===== src/rtl/core/vector_rotation_toward_force_defines.svh =====
// assertion macros for the heading rotation block
`ifndef VECTOR_ROTATION_TOWARD_FORCE_DEFINES_SVH
`define VECTOR_ROTATION_TOWARD_FORCE_DEFINES_SVH

// same-cycle implication, disabled in reset
`define VRTF_AST_IMP(lbl, ante, cons, msg) \
    lbl: assert property (@(posedge i_clk) disable iff (!i_rst_n) (ante) |-> (cons)) \
        else $error(msg);

// next-cycle implication, disabled in reset
`define VRTF_AST_NXT(lbl, ante, cons, msg) \
    lbl: assert property (@(posedge i_clk) disable iff (!i_rst_n) (ante) |=> (cons)) \
        else $error(msg);

`endif


===== src/rtl/core/vrtf_pkg.sv =====
// shared constants, types and tables of the heading rotation pipeline
package vrtf_pkg;

    localparam int FRAC_BITS = 16;
    localparam int DW        = 32;
    localparam int ANG_IN_W  = 20;
    localparam int ANG_SHIFT = 30 - FRAC_BITS;
    localparam int ANG_W     = 40;
    localparam int CS_W      = 34;
    localparam int MG_W      = 30;
    localparam int SUM_W     = 62;
    localparam int ROOT_W    = 31;
    localparam int K_W       = 34;
    localparam int CORDIC_STEPS = 30;
    localparam int MOD_STEPS = (FRAC_BITS < 17) ? (18 - FRAC_BITS) : 1;

    localparam logic signed [ANG_W-1:0] PI_Q30      = 40'sd3373259426;
    localparam logic signed [ANG_W-1:0] HALF_PI_Q30 = 40'sd1686629713;
    localparam logic signed [ANG_W-1:0] TWO_PI_Q30  = 40'sd6746518852;
    localparam logic [ANG_W-1:0]        TWO_PI_U    = 40'd6746518852;
    localparam logic signed [CS_W-1:0]  CORDIC_GAIN = 34'sd652032874;

    // pipeline latencies and stage numbers, counted from the accepting edge
    localparam int L_CR  = 7;
    localparam int L_SQ  = ROOT_W;
    localparam int L_DV  = ROOT_W + 1;
    localparam int L_CO  = 34 + MOD_STEPS;
    localparam int S_CR  = L_CR;
    localparam int S_SQ  = S_CR + L_SQ;
    localparam int S_DV  = S_SQ + L_DV;
    localparam int S_N   = S_DV + 1;
    localparam int S_KP  = S_N + 1;
    localparam int S_K   = S_KP + 1;
    localparam int S_FP  = S_K + 1;
    localparam int S_OUT = S_FP + 1;

    typedef struct packed {
        logic [2:0][MG_W-1:0] mg;
        logic [2:0]           neg;
        logic                 degen;
    } t_norm;

    function automatic logic signed [CS_W-1:0] atan_q30(input logic [4:0] idx);
        logic signed [CS_W-1:0] v;
        case (idx)
            5'd0:  v = 34'sh03243F6A8;
            5'd1:  v = 34'sh01DAC6705;
            5'd2:  v = 34'sh00FADBAFC;
            5'd3:  v = 34'sh007F56EA6;
            5'd4:  v = 34'sh003FEAB76;
            5'd5:  v = 34'sh001FFD55B;
            5'd6:  v = 34'sh000FFFAAA;
            5'd7:  v = 34'sh0007FFF55;
            5'd8:  v = 34'sh0003FFFEA;
            5'd9:  v = 34'sh0001FFFFD;
            5'd10: v = 34'sh0000FFFFF;
            5'd11: v = 34'sh00007FFFF;
            5'd12: v = 34'sh00003FFFF;
            5'd13: v = 34'sh00001FFFF;
            5'd14: v = 34'sh00000FFFF;
            5'd15: v = 34'sh000007FFF;
            5'd16: v = 34'sh000003FFF;
            5'd17: v = 34'sh000001FFF;
            5'd18: v = 34'sh000000FFF;
            5'd19: v = 34'sh0000007FF;
            5'd20: v = 34'sh0000003FF;
            5'd21: v = 34'sh0000001FF;
            5'd22: v = 34'sh0000000FF;
            5'd23: v = 34'sh00000007F;
            5'd24: v = 34'sh00000003F;
            5'd25: v = 34'sh00000001F;
            5'd26: v = 34'sh00000000F;
            5'd27: v = 34'sh000000008;
            5'd28: v = 34'sh000000004;
            5'd29: v = 34'sh000000002;
            default: v = '0;
        endcase
        return v;
    endfunction

endpackage


===== src/rtl/core/vrtf_div.sv =====
// pipelined restoring divider for one normal component, rounded to nearest
module vrtf_div (
    input  logic                          i_clk,
    input  logic                          i_en,
    input  logic [vrtf_pkg::MG_W-1:0]     i_mg,
    input  logic [vrtf_pkg::ROOT_W-1:0]   i_m,
    output logic [vrtf_pkg::ROOT_W-1:0]   o_q
);
    import vrtf_pkg::*;

    localparam int NUM_W = 2 * MG_W + 1;
    localparam int STEPS = ROOT_W;

    logic [NUM_W-1:0]  w_num;
    logic [ROOT_W-1:0] r_rem [STEPS+1];
    logic [ROOT_W-1:0] r_low [STEPS+1];
    logic [ROOT_W-1:0] r_dm  [STEPS+1];
    logic [ROOT_W-1:0] r_q   [STEPS+1];
    logic [ROOT_W:0]   s_t   [STEPS];

    // numerator mg * 2^30 + m/2; the quotient fits in ROOT_W bits
    assign w_num = NUM_W'({i_mg, {MG_W{1'b0}}}) + NUM_W'(i_m >> 1);

    always_comb begin
        for (int k = 0; k < STEPS; k++) begin
            s_t[k] = {r_rem[k], r_low[k][ROOT_W-1]};
        end
    end

    always_ff @(posedge i_clk) begin
        if (i_en) begin
            r_rem[0] <= ROOT_W'(w_num[NUM_W-1:ROOT_W]);
            r_low[0] <= w_num[ROOT_W-1:0];
            r_dm[0]  <= i_m;
            r_q[0]   <= '0;
            for (int k = 0; k < STEPS; k++) begin
                if (s_t[k] >= {1'b0, r_dm[k]}) begin
                    r_rem[k+1] <= ROOT_W'(s_t[k] - {1'b0, r_dm[k]});
                    r_q[k+1]   <= {r_q[k][ROOT_W-2:0], 1'b1};
                end else begin
                    r_rem[k+1] <= ROOT_W'(s_t[k]);
                    r_q[k+1]   <= {r_q[k][ROOT_W-2:0], 1'b0};
                end
                r_low[k+1] <= r_low[k] << 1;
                r_dm[k+1]  <= r_dm[k];
            end
        end
    end

    assign o_q = r_q[STEPS];

endmodule


===== config.mk =====
export PLATFORM = sky130hd
export DESIGN_NAME = vrtf_div
export DESIGN_NICKNAME = d
export VERILOG_FILES = /design/src/rtl/core/vector_rotation_toward_force_defines.svh /design/src/rtl/core/vrtf_pkg.sv /design/src/rtl/core/vrtf_div.sv
export SDC_FILE = /design/constraint.sdc
export NUM_CORES = 2
export LEC_CHECK = 0
export BUFFER_PORTS_ARGS = -buffer_cell sky130_fd_sc_hd__buf_4
export CAP_MARGIN = 20
export CORE_MARGIN = 4
export CORE_UTILIZATION = 53
export CTS_CLUSTER_SIZE = 30
export DETAILED_ROUTE_END_ITERATION = 10
export PLACE_DENSITY_LB_ADDON = 0.12
export SKIP_LAST_GASP = 1
export SLEW_MARGIN = 20
export SYNTH_ARGS = -nofsm -noshare
export SYNTH_HDL_FRONTEND = slang
export SYNTH_SLANG_ARGS = --single-unit

===== constraint.sdc =====
create_clock -name i_clk -period 5.9 [get_ports i_clk]
set_input_delay 1.77 -clock i_clk [delete_from_list [all_inputs] [get_ports i_clk]]
set_output_delay 1.77 -clock i_clk [all_outputs]
set_load 0.02 [all_outputs]

== Word level (Yosys, flattened, before mapping) ==
Memory sizes are Yosys's and may differ from the RTL's.
Cells that the tools add are included.

* Add/subtract/negate cells: 32
* Multipliers: 0
* Divide/modulo/power cells: 0
* $lt $le $gt $ge: 31
* Equality and inequality tests: 0
* Shift-type cells: 0
* Muxes and demuxes: 250
* Bitwise logic cells: 62
* Reduce and logical (&&, ||, !) cells: 0

{| class="wikitable"
|+ Operators by type and width
! operator !! number
|-
| $mux W31 || 62
|-
| $ge A32 B31 Y1 || 31
|-
| $sub A31 B31 Y31 || 31
|-
| $mux W1 || 188
|-
| $or A1 B1 Y1 || 62
|-
| $add A60 B30 Y61 || 1
|}

* Register bits after elaboration: 0
* Latch bits: 0
* RAM bits: 3968
* ROM bits: 0
* Input bits: 63
* Output and inout bits: 31
* Logic and storage cells: 379
* Memories: 4

{| class="wikitable"
|+ Memories
! name !! depth !! width !! read ports !! clocked after Yosys merged registers in !! wr ports !! RTL line !! text
|-
| r_dm || 32 || 31 || 31 || 0 || 32 || vrtf_div.sv:17 || <nowiki>logic [ROOT_W-1:0] r_dm [STEPS+1];</nowiki>
|-
| r_low || 32 || 31 || 31 || 0 || 32 || vrtf_div.sv:16 || <nowiki>logic [ROOT_W-1:0] r_low [STEPS+1];</nowiki>
|-
| r_q || 32 || 31 || 32 || 0 || 32 || vrtf_div.sv:18 || <nowiki>logic [ROOT_W-1:0] r_q [STEPS+1];</nowiki>
|-
| r_rem || 32 || 31 || 31 || 0 || 32 || vrtf_div.sv:15 || <nowiki>logic [ROOT_W-1:0] r_rem [STEPS+1];</nowiki>
|}

== Longest topological paths before layout ==
* Depth in word-level cells: 5
* Mapped depth: 17
* Depth with buffers taken out: 15

== Least setup slack after synthesis ==
No wires, ideal clock.

* Path kind: input to register
* Start: input port i_en
* End: memory r_q[30][0], enable pin
* Library setup time: 0.440 ns
* Arrival time: 3.998 ns
* Required time: 5.460 ns
* Setup slack: 1.462 ns
* Cell stages on the path: 3
* Path buffers: 3
* Cells stage by stage: clkbuf_1 -> clkbuf_1 -> clkbuf_1

{| class="wikitable"
|+ RTL lines
! item !! RTL line !! text
|-
| from (decl) || vrtf_div.sv:4 || <nowiki>input logic i_en,</nowiki>
|-
| to (decl) || vrtf_div.sv:18 ||
|}

==> reports/metrics.cfg <==
[flow_run]
drv_cap = 0

[floorplan]
die_y_um = 504.3
ios = 94
dieArea_sq_um = 254300
fp.dieW_um = 504.3
num_rows = 181
start_util_pct = 53.47
coreArea_sq_um = 244100

[status]
outcome = completed

[sta]
finalSetupTns_ns = 0
tightest_slew_ns = 1.165
finalClockSkew_ns = 0.07768
fin_crit_ns = 5.083
rsz0062_at_grt = no
fmax_mhz = 196.7
hold_viol = 0
slew_viol_final = 0
max-slew-margin-rel_pct = 21.23
finalSetupViolations = 0
fin_crit_sh_pct = 86.15

[final_layout]
multi_input_area_sq_um = 52820
stdcell_area_sq_um = 144300
fillCellCount = 19710
syn_to_final_growth_pct = 10.59
drive_gt1_share_pct = 9.188
fin_nets = 12410
ff_latch_area_sq_um = 72570

[global_route]
grt_usage_pct = 23.12
grt_max_degree = 177
grt_overflow_total = 0
grt_pass1_vias = 82870
antenna_found_initial = 7
grt_pass1_wl_um = 469400

[worst_setup_path]
worstSetupPathType = reg2reg
critical_path_arrival_ns = 5.63
worstRegToRegCells = 16
worstSetupEndpointType = register
cp_max_fo = 28
crit_required_ns = 6.44
cp-start-kind = register

[pwr]
leakagePower_uw = 0.05866
max-vdd-ir-drop_mv = 0.3319
cellPowerDensity_nw_per_um2 = 540.6

[logic_synthesis]
synth-edff-count = 2416
yosysTopAreaCellShare_pct = 55.58
synth_fp_nets = 12170
yosys_warnings = 0
synthDistinctLibCells = 88
synth_seq_cells = 2417
ys.flop_type = edfxtp_1
synthTopCellsByArea = edfxtp_1 56%, ha_1 9.2%, inv_1 3.4%
post-synth-top-area-cell = edfxtp_1
synth-seq-area-share_pct = 55.60
synth-async-reset-ratio_pct = 0
synth_area_sq_um = 130500
synth_cells = 11120
avgSynthCellArea_sq_um = 11.74

[clock_network]
cts_resized = 0
cts_hold_buf = 0
clk_path_buf_depth = 4
clkLatencyLatePin_ns = 0.95
cts_buffers = 288
path_clk_slew_ns = 0.06
htreeDepth = 5
cts_tree = built
cts.sink_count = 2417
cts_setup_buffers = 0
cts_root_buf = clkbuf_16

[detailed_routing]
vias = 84320
drc = 0
drtIter0Drc = 6483
wire_per_inst_um = 20.33
finalWirelength_um = 300100
first_pass_iters = 6
routed_via_density = 5.712
ant_nets = 0

[placed_design]
place.gp.congestion = 0.9166
hpwlAfterDp_um = 225500
portBuffers = 93
place_area_sq_um = 135400

[hold_path]
hold_path.class = reg2reg
hold_path_depth = 0

critical path: stages, from the launching register on:
cell	delay [ns]
edfxtp_1	0.42
inv_1	0.21
ha_1	0.22
inv_1	0.06
fa_1	0.39
a21o_1	0.20
a21oi_1	0.22
o21ba_2	0.17
o21ai_0	0.14
a21oi_1	0.19
buf_4	0.18
o221ai_1	0.25
a211oi_1	0.55
o41ai_1	0.29
a21oi_4	0.66
buf_4	0.30
o21ai_0	0.26
area by class of cell:
cell class	instances	area share [%]
diodes	1	0.001734
clock buffers	340	5.187
clock inverters	153	1.028
inverters	1175	3.055
multi-input cells	7283	36.59
flip-flops and latches	2417	50.27
well taps	3202	2.775
repair buffers	191	1.085
power breakdown:
group          internal, uW  switching [uW]
Combinational         14700           18000
Clock                 10100            6840
Sequential            25200            3180
cell families (layout without fill, tap and decap cells):
family                     count (synthesis)  after routing  synth area share, %
adders and majority gates                990            990                9.662
buffers and inverters                   1416           1859                4.126
and+or+nand+nor                         2196           2196                7.972
other                                      0              1                    0
AOI/OAI and AO/OA                       2881           2881                13.72
DFF                                     2417           2417                55.60
muxes                                    404            404                3.473
xor gates and xnor gates                 812            812                5.449
registers in the layout (all words and copies together) (netlist names):
name and cells:
r_rem 959, r_dm 961, r_low 1, r_q 496
Yosys cell counts, types with 38 or more instances:
cell type  number
edfxtp_1     2416
inv_1        1173
ha_1          960
a21oi_1       875
nand2_1       759
o21ai_0       713
a21o_1        522
nor2_1        521
xnor2_1       491
mux2_2        382
xor2_1        321
clkbuf_1      184
nand3_1       160
nand2b_1      127
o21bai_1      127
nand4_1       126
nor2b_1       117
o21a_1        101
nor3_1         94
a31oi_1        84
and3_1         68
a211oi_1       64
o31ai_1        56
and2_1         39
buf_2          38
or3_1          38
stage by stage:
stage	std cells	utilization (%)	hold WS [ns]	worst slack, ns	total power (uW)
after floorplan	11120	-	0.4003	1.462	52370
after CTS	14760	59.12	0.3840	0.9206	78440
final	14760	59.13	0.3794	0.8172	78030
after global routing	14760	59.13	0.4015	0.5354	83470
after detailed placement	14270	55.45	0.4045	0.9838	60950
after global placement	14270	55.45	0.4009	0.8021	60470
layout by cell type (no fill, tap or decap), types with 382 or more instances in the layout:
cell type / instances
a21oi_1: 869
xnor2_1: 491
mux2_2: 382
o21ai_0: 713
edfxtp_1: 2416
nand2_1: 759
inv_1: 1173
nor2_1: 520
a21o_1: 522
ha_1: 960
layer usage:
metal  global-route usage (%)  vias up  part of all wire (%)  routed length (um)
li1                         -    41180                     -                   -
met1                    33.10    40830                    47              141300
met2                    37.51     1845                    46              138200
met3                    2.765      466                   4.2               12620
met4                    6.192        0                   2.6                7936
met5                        0        -                     0                   0
path summary, 6_finish.rpt:
| check | from | end | slack (ns) |
|---|---|---|---|
| max reg2reg | r_dm[1][117] | r_rem[0][264] | 0.82 |
| max | r_dm[1][117] | r_rem[0][264] | 0.82 |
| min | r_q[25][12] | r_q[26][13] | 0.38 |
| min reg2reg | r_q[25][12] | r_q[26][13] | 0.38 |
Note: power is estimated with default switching activity, not from simulation.
