$ cat src/rtl/core/vector_rotation_toward_force_defines.svh
// assertion macros for the heading rotation block
`ifndef VECTOR_ROTATION_TOWARD_FORCE_DEFINES_SVH
`define VECTOR_ROTATION_TOWARD_FORCE_DEFINES_SVH

// same-cycle implication, disabled in reset
`define VRTF_AST_IMP(lbl, ante, cons, msg) \
    lbl: assert property (@(posedge i_clk) disable iff (!i_rst_n) (ante) |-> (cons)) \
        else $error(msg);

// next-cycle implication, disabled in reset
`define VRTF_AST_NXT(lbl, ante, cons, msg) \
    lbl: assert property (@(posedge i_clk) disable iff (!i_rst_n) (ante) |=> (cons)) \
        else $error(msg);

`endif

$ cat src/rtl/core/vrtf_pkg.sv
// shared constants, types and tables of the heading rotation pipeline
package vrtf_pkg;

    localparam int FRAC_BITS = 16;
    localparam int DW        = 32;
    localparam int ANG_IN_W  = 20;
    localparam int ANG_SHIFT = 30 - FRAC_BITS;
    localparam int ANG_W     = 40;
    localparam int CS_W      = 34;
    localparam int MG_W      = 30;
    localparam int SUM_W     = 62;
    localparam int ROOT_W    = 31;
    localparam int K_W       = 34;
    localparam int CORDIC_STEPS = 30;
    localparam int MOD_STEPS = (FRAC_BITS < 17) ? (18 - FRAC_BITS) : 1;

    localparam logic signed [ANG_W-1:0] PI_Q30      = 40'sd3373259426;
    localparam logic signed [ANG_W-1:0] HALF_PI_Q30 = 40'sd1686629713;
    localparam logic signed [ANG_W-1:0] TWO_PI_Q30  = 40'sd6746518852;
    localparam logic [ANG_W-1:0]        TWO_PI_U    = 40'd6746518852;
    localparam logic signed [CS_W-1:0]  CORDIC_GAIN = 34'sd652032874;

    // pipeline latencies and stage numbers, counted from the accepting edge
    localparam int L_CR  = 7;
    localparam int L_SQ  = ROOT_W;
    localparam int L_DV  = ROOT_W + 1;
    localparam int L_CO  = 34 + MOD_STEPS;
    localparam int S_CR  = L_CR;
    localparam int S_SQ  = S_CR + L_SQ;
    localparam int S_DV  = S_SQ + L_DV;
    localparam int S_N   = S_DV + 1;
    localparam int S_KP  = S_N + 1;
    localparam int S_K   = S_KP + 1;
    localparam int S_FP  = S_K + 1;
    localparam int S_OUT = S_FP + 1;

    typedef struct packed {
        logic [2:0][MG_W-1:0] mg;
        logic [2:0]           neg;
        logic                 degen;
    } t_norm;

    function automatic logic signed [CS_W-1:0] atan_q30(input logic [4:0] idx);
        logic signed [CS_W-1:0] v;
        case (idx)
            5'd0:  v = 34'sh03243F6A8;
            5'd1:  v = 34'sh01DAC6705;
            5'd2:  v = 34'sh00FADBAFC;
            5'd3:  v = 34'sh007F56EA6;
            5'd4:  v = 34'sh003FEAB76;
            5'd5:  v = 34'sh001FFD55B;
            5'd6:  v = 34'sh000FFFAAA;
            5'd7:  v = 34'sh0007FFF55;
            5'd8:  v = 34'sh0003FFFEA;
            5'd9:  v = 34'sh0001FFFFD;
            5'd10: v = 34'sh0000FFFFF;
            5'd11: v = 34'sh00007FFFF;
            5'd12: v = 34'sh00003FFFF;
            5'd13: v = 34'sh00001FFFF;
            5'd14: v = 34'sh00000FFFF;
            5'd15: v = 34'sh000007FFF;
            5'd16: v = 34'sh000003FFF;
            5'd17: v = 34'sh000001FFF;
            5'd18: v = 34'sh000000FFF;
            5'd19: v = 34'sh0000007FF;
            5'd20: v = 34'sh0000003FF;
            5'd21: v = 34'sh0000001FF;
            5'd22: v = 34'sh0000000FF;
            5'd23: v = 34'sh00000007F;
            5'd24: v = 34'sh00000003F;
            5'd25: v = 34'sh00000001F;
            5'd26: v = 34'sh00000000F;
            5'd27: v = 34'sh000000008;
            5'd28: v = 34'sh000000004;
            5'd29: v = 34'sh000000002;
            default: v = '0;
        endcase
        return v;
    endfunction

endpackage

$ cat src/rtl/core/vrtf_isqrt.sv
// pipelined integer square root, one result bit per stage
module vrtf_isqrt (
    input  logic                          i_clk,
    input  logic                          i_en,
    input  logic [vrtf_pkg::SUM_W-1:0]    i_val,
    output logic [vrtf_pkg::ROOT_W-1:0]   o_root
);
    import vrtf_pkg::*;

    localparam int REM_W = ROOT_W + 2;

    logic [REM_W-1:0]  r_rem  [ROOT_W];
    logic [ROOT_W-1:0] r_root [ROOT_W];
    logic [SUM_W-1:0]  r_val  [ROOT_W];
    logic [REM_W-1:0]  n_rem  [ROOT_W];
    logic [ROOT_W-1:0] n_root [ROOT_W];
    logic [SUM_W-1:0]  n_val  [ROOT_W];
    logic [REM_W-1:0]  s_rem  [ROOT_W];
    logic [ROOT_W-1:0] s_root [ROOT_W];
    logic [SUM_W-1:0]  s_val  [ROOT_W];
    logic [REM_W+1:0]  s_rt   [ROOT_W];
    logic [REM_W+1:0]  s_tr   [ROOT_W];

    always_comb begin
        for (int k = 0; k < ROOT_W; k++) begin
            if (k == 0) begin
                s_rem[k]  = '0;
                s_root[k] = '0;
                s_val[k]  = i_val;
            end else begin
                s_rem[k]  = r_rem[k-1];
                s_root[k] = r_root[k-1];
                s_val[k]  = r_val[k-1];
            end
            // bring down the next two bits, try root*4+1
            s_rt[k] = {s_rem[k], s_val[k][SUM_W-1 -: 2]};
            s_tr[k] = {2'b00, s_root[k], 2'b01};
            if (s_rt[k] >= s_tr[k]) begin
                n_rem[k]  = REM_W'(s_rt[k] - s_tr[k]);
                n_root[k] = {s_root[k][ROOT_W-2:0], 1'b1};
            end else begin
                n_rem[k]  = REM_W'(s_rt[k]);
                n_root[k] = {s_root[k][ROOT_W-2:0], 1'b0};
            end
            n_val[k] = s_val[k] << 2;
        end
    end

    always_ff @(posedge i_clk) begin
        if (i_en) begin
            r_rem  <= n_rem;
            r_root <= n_root;
            r_val  <= n_val;
        end
    end

    assign o_root = r_root[ROOT_W-1];

endmodule

$ cat config.mk
export PLATFORM = sky130hd
export DESIGN_NAME = vrtf_isqrt
export DESIGN_NICKNAME = d
export VERILOG_FILES = /design/src/rtl/core/vector_rotation_toward_force_defines.svh /design/src/rtl/core/vrtf_pkg.sv /design/src/rtl/core/vrtf_isqrt.sv
export SDC_FILE = /design/constraint.sdc
export NUM_CORES = 2
export LEC_CHECK = 0
export BUFFER_PORTS_ARGS = -buffer_cell sky130_fd_sc_hd__buf_4
export CORE_MARGIN = 10
export CORE_UTILIZATION = 55
export CTS_BUF_LIST = sky130_fd_sc_hd__clkbuf_8
export CTS_CLUSTER_DIAMETER = 50
export DETAILED_ROUTE_END_ITERATION = 16
export PLACE_DENSITY = 0.73
export SKIP_LAST_GASP = 1
export SLEW_MARGIN = 25
export SYNTH_ARGS = -nofsm -noshare
export SYNTH_HDL_FRONTEND = slang
export SYNTH_SLANG_ARGS = --single-unit
$ cat constraint.sdc
create_clock -name i_clk -period 4.75 [get_ports i_clk]
set_clock_uncertainty 0.2 [all_clocks]
set_input_delay 0 -clock i_clk [delete_from_list [all_inputs] [get_ports i_clk]]
set_output_delay 0 -clock i_clk [all_outputs]
set_load 0.01 [all_outputs]
Yosys cells after proc, flatten, opt, wreduce, memory -nomap -nowiden
Index checks and enable logic that the tools add are counted.
{"block": "totals", "out_inout_bits": 31, "in_bits": 64, "register_bits": 2386, "wordCells": 214}
{"block": "op_classes", "addsub": 30, "n_mux": 61, "order_cmp": 31}
{"op": "33-bit two-way mux", "n": 29}
{"op": "35-bit by 10-bit >= comparator with 1-bit output", "n": 1}
{"op": "35-bit by 11-bit >= comparator with 1-bit output", "n": 1}
{"op": "35-bit by 12-bit >= comparator with 1-bit output", "n": 1}
{"op": "35-bit by 13-bit >= comparator with 1-bit output", "n": 1}
{"op": "35-bit by 14-bit >= comparator with 1-bit output", "n": 1}
{"op": "35-bit by 15-bit >= comparator with 1-bit output", "n": 1}
{"op": "35-bit by 16-bit >= comparator with 1-bit output", "n": 1}
{"op": "35-bit by 17-bit >= comparator with 1-bit output", "n": 1}
{"op": "35-bit by 18-bit >= comparator with 1-bit output", "n": 1}
{"op": "35-bit by 19-bit >= comparator with 1-bit output", "n": 1}
{"op": "35-bit by 20-bit >= comparator with 1-bit output", "n": 1}
{"op": "35-bit by 21-bit >= comparator with 1-bit output", "n": 1}
{"op": "35-bit by 22-bit >= comparator with 1-bit output", "n": 1}
{"op": "35-bit by 23-bit >= comparator with 1-bit output", "n": 1}
{"op": "35-bit by 24-bit >= comparator with 1-bit output", "n": 1}
{"op": "35-bit by 25-bit >= comparator with 1-bit output", "n": 1}
{"op": "35-bit by 26-bit >= comparator with 1-bit output", "n": 1}
{"op": "35-bit by 27-bit >= comparator with 1-bit output", "n": 1}
{"op": "35-bit by 28-bit >= comparator with 1-bit output", "n": 1}
{"op": "35-bit by 29-bit >= comparator with 1-bit output", "n": 1}
{"op": "35-bit by 3-bit >= comparator with 1-bit output", "n": 1}
{"op": "35-bit by 30-bit >= comparator with 1-bit output", "n": 1}
{"op": "35-bit by 31-bit >= comparator with 1-bit output", "n": 1}
{"op": "other kinds (40)", "n": 70}

Logic depth before layout (Yosys ltp)
{"block": "logic_depth", "word_depth": 2, "ltp_mapped": 14, "ltp_nobuf": 12}

Least setup slack after synthesis
Ideal clock, no wire load.
{"block": "synth_timing", "kind": "reg2reg", "startpoint": "register r_rem[111] (netlist bit)", "endpoint": "register r_rem[70] (netlist bit) (data pin)", "arrival_ns": 3.032, "setup_ns": 0.260, "n_path_buf": 2, "path_slack_ns": 1.258, "period_less_slack_ns": 3.492, "required_time_ns": 4.290, "stages_incl_launch_ff": 12, "path_cell_list": "edfxtp_1 ha_1 clkbuf_1 a21oi_1 o21ai_1 a221oi_1 a21boi_0 a311oi_1 o21bai_1 a211oi_2 buf_2 mux2_2"}
{"element": "from (decl)", "line_no": "vrtf_isqrt.sv:12", "text": "logic [REM_W-1:0] r_rem [ROOT_W];"}
{"element": "from (signal assigned)", "line_no": "vrtf_isqrt.sv:51", "text": "r_rem <= n_rem;"}

==> out/qor.yml <==
status:
  outcome: "finished clean"
timing:
  relSlewSlack: 0.324
  finalCriticalPeriod_ns: 4.45
  layout_worst_path_cycle_share: 0.938
  rsz0062_at_grt: "false"
  final-hold-violation-count: 0
  worstMarginPinSlew_ns: 1.01
  finalSetupViolCount: 0
  tns_ns: 0
  timing.fmax_mhz: 225
  drv_slew: 0
synth:
  netlist_instances: 8563
  synth_top_area_cell: "edfxtp_1"
  ys_seq_area_frac: 0.642
  synth-async-reset-ratio: 0
  synth_seq_cells: 2354
  ys_types: 105
  yosysWarnings: 0
  avgSynthCellArea_um2: 12.9
  mappedNetlistArea_um2: 110000
  synth_top_area_share: 0.642
  synth_fp_nets: 9158
  synth-main-ff-cell: "edfxtp_1"
  synth_edf_count: 2354
  synthTopCellsByArea: "edfxtp_1, ha_1, xnor2_1"
route:
  wirelength_um: 231000
  first_iter_violations: 6045
  wire_per_inst_um: 19.0
  vias: 69046
  ant_nets: 0
  vias_per_cell: 5.68
  drc: 0
  first_pass_iters: 8
grt:
  first_global_vias: 67821
  grt_max_degree: 147
  grt-ovfl-total: 0
  grt_use_met2: 0.324
  use_met3: 0.0372
  track_usage: 0.207
  antenna_found_initial: 10
  grtUsageMet1: 0.294
  grt_busiest_layer: "met2"
  grt_pass1_wl_um: 365000
placement:
  port_buffers: 94
  place_congestion: 0.943
  place_inst: 11273
  dp_hpwl_um: 165000
critical_path:
  r2r_end: "r_rem[72]"
  crit_end: "r_rem[72]"
  cp_max_fo: 48
  crit_start: "r_root[96]"
  rr_worst_depth: 13
  worstPathRequired_ns: 5.40
  worst_setup_path_start_kind: "flip-flop"
  timing.rr.start: "r_root[96]"
  arrival_ns: 5.10
  worstSetupPathType: "flip-flop to flip-flop"
  worstSetupEndpointType: "flip-flop"
  regToRegSetupSlack_ns: 0.30
cts:
  cts_tree: "done"
  cts_buffer_depth: 4
  root_buffer: "clkbuf_8"
  post_cts_resized: 0
  cts.sinks: 2354
  path_clk_slew_ns: 0.06
  cts_made_buffers: 402
  cts.htree.levels: 5
  worst_skew_pair.late_latency_ns: 1.07
final_layout:
  finalNonFillerCells: 12163
  fillCellCount: 15190
  multiInputGateArea_um2: 36300
  syn2layout_area_growth_pct: 12.6
  drive_above_1_share: 0.0916
  final_util: 0.622
  nets: 9798
  regArea_um2: 70700
min_path:
  hp-class: "input port to flip-flop"
power_and_ir_drop:
  vdd_drop_max_v: 0.000310
  power_density_nw_per_um2: 452
  static-leakage-power_uw: 0.0479
die:
  core_area_um2: 199000
  die_h_um: 467
  start_util: 0.552
  die_x_um: 467
  io_pins: 95
  dieArea_um2: 219000
  rows: 164
flow_run:
  maxCapViolCount: 0
[power by group]
group,switching [µW],internal [µW]
sequential,1650,26200
combinational,6700,4830
clock,7880,8840
[layer usage]
layer	part of all wire	up-vias
li1	-	33064
met1	0.45	33279
met2	0.46	2214
met3	0.064	485
met4	0.027	4
met5	0.00016	-
[cells in the final DEF, fill, tap and decap left out, types with 49 or more instances in the layout]
| master | instances |
|---|---|
| xnor2_1 | 392 |
| nor2_1 | 580 |
| nor3_1 | 206 |
| inv_1 | 796 |
| ha_1 | 531 |
| o21ai_0 | 431 |
| o21a_1 | 96 |
| edfxtp_1 | 2354 |
| a211oi_1 | 56 |
| nor4_1 | 94 |
| dlygate4sd3_1 | 181 |
| and3_1 | 49 |
| nor2b_1 | 69 |
| or3_1 | 94 |
| nand4_1 | 94 |
| a21o_1 | 205 |
| buf_4 | 178 |
| nand2_1 | 586 |
| clkbuf_8 | 406 |
| nand2b_1 | 89 |
| a21oi_1 | 536 |
| mux2_2 | 60 |
| o21bai_1 | 56 |
| clkinv_1 | 110 |
| o31ai_1 | 69 |
| nand3_1 | 145 |
| xor2_1 | 343 |
[logic make-up after synthesis]
family                     Yosys count  synth area share
DFF                               2354             0.642
and+or+nand+nor                   2277             0.103
AOI/OAI and AO/OA                 1748            0.0995
buffers and inverters              841            0.0290
xor gates and xnor gates           735            0.0584
adders and majority gates          531            0.0603
muxes                               76           0.00759
other                                1         0.0000340
[worst min-delay path by stage]
stage	startpoint	endpoint	slack (ns)	cells after the start
4_1_cts	i_val[39]	n_val[1841]	0.0004	3
6_report	i_val[39]	n_val[1841]	0.12	3
3_5_place_dp	i_val[26]	n_val[1828]	-0.02	1
5_1_grt	i_val[39]	n_val[1841]	0.009	3
2_1_floorplan	i_val[0]	n_val[1802]	-0.10	0
3_3_place_gp	i_val[0]	n_val[1802]	-0.02	1
[what timing repair did]
| action | in CTS | in global routing |
|---|---|---|
| setup endpoints to repair | 0 | 0 |
| hold buffers | 182 | 0 |
| buffers inserted | 0 | 0 |
| hold endpoints to repair | 2279 | 0 |
[cell usage after synthesis, types with 94 or more instances]
cell type / number
o21ai_0: 432
clkbuf_1: 122
a21o_1: 205
a21oi_1: 536
nand3_1: 145
nand2_1: 586
inv_1: 683
ha_1: 531
xor2_1: 343
o21a_1: 96
xnor2_1: 392
nor3_1: 206
edfxtp_1: 2354
or3_1: 94
nor4_1: 95
nand4_1: 94
nor2_1: 581
[registers in the layout, indices dropped and copies added (netlist names)]
name	flops
r_val	60
n_val	870
o_root	31
r_root	465
r_rem	928
[cell type report]
type	instances	area share
well taps	2656	0.0268
flip-flops and latches	2354	0.570
clock inverters	296	0.0136
repair buffers	388	0.0301
clock buffers	406	0.0451
diodes	6	0.000121
multi-input cells	5368	0.293
inverters	689	0.0209
[metrics by stage]
step | power [µW] | setup WS (ns) | area (µm²) | hold slack [ns]
after floorplan | 35700 | 1.26 | 110000 | -0.101
after detailed placement | 39400 | 0.454 | 115000 | -0.0205
after global routing | 59000 | 0.0733 | 124000 | 0.00867
after global placement | 39000 | 0.530 | 115000 | -0.0222
final | 56100 | 0.296 | 124000 | 0.118
after CTS | 56400 | 0.389 | 124000 | 0.000392
[worst max-delay path: stages (launching register included)]
cell	delay (ns)
edfxtp_1	0.40
inv_1	0.06
ha_1	0.48
o21ai_0	0.19
a21oi_1	0.31
nand4_1	0.23
a21oi_1	0.52
a311oi_1	0.20
buf_4	0.19
o21bai_1	0.42
a211oi_4	0.14
buf_12	0.19
buf_4	0.22
o21ai_0	0.40
Power figures use the tool's default switching activity.
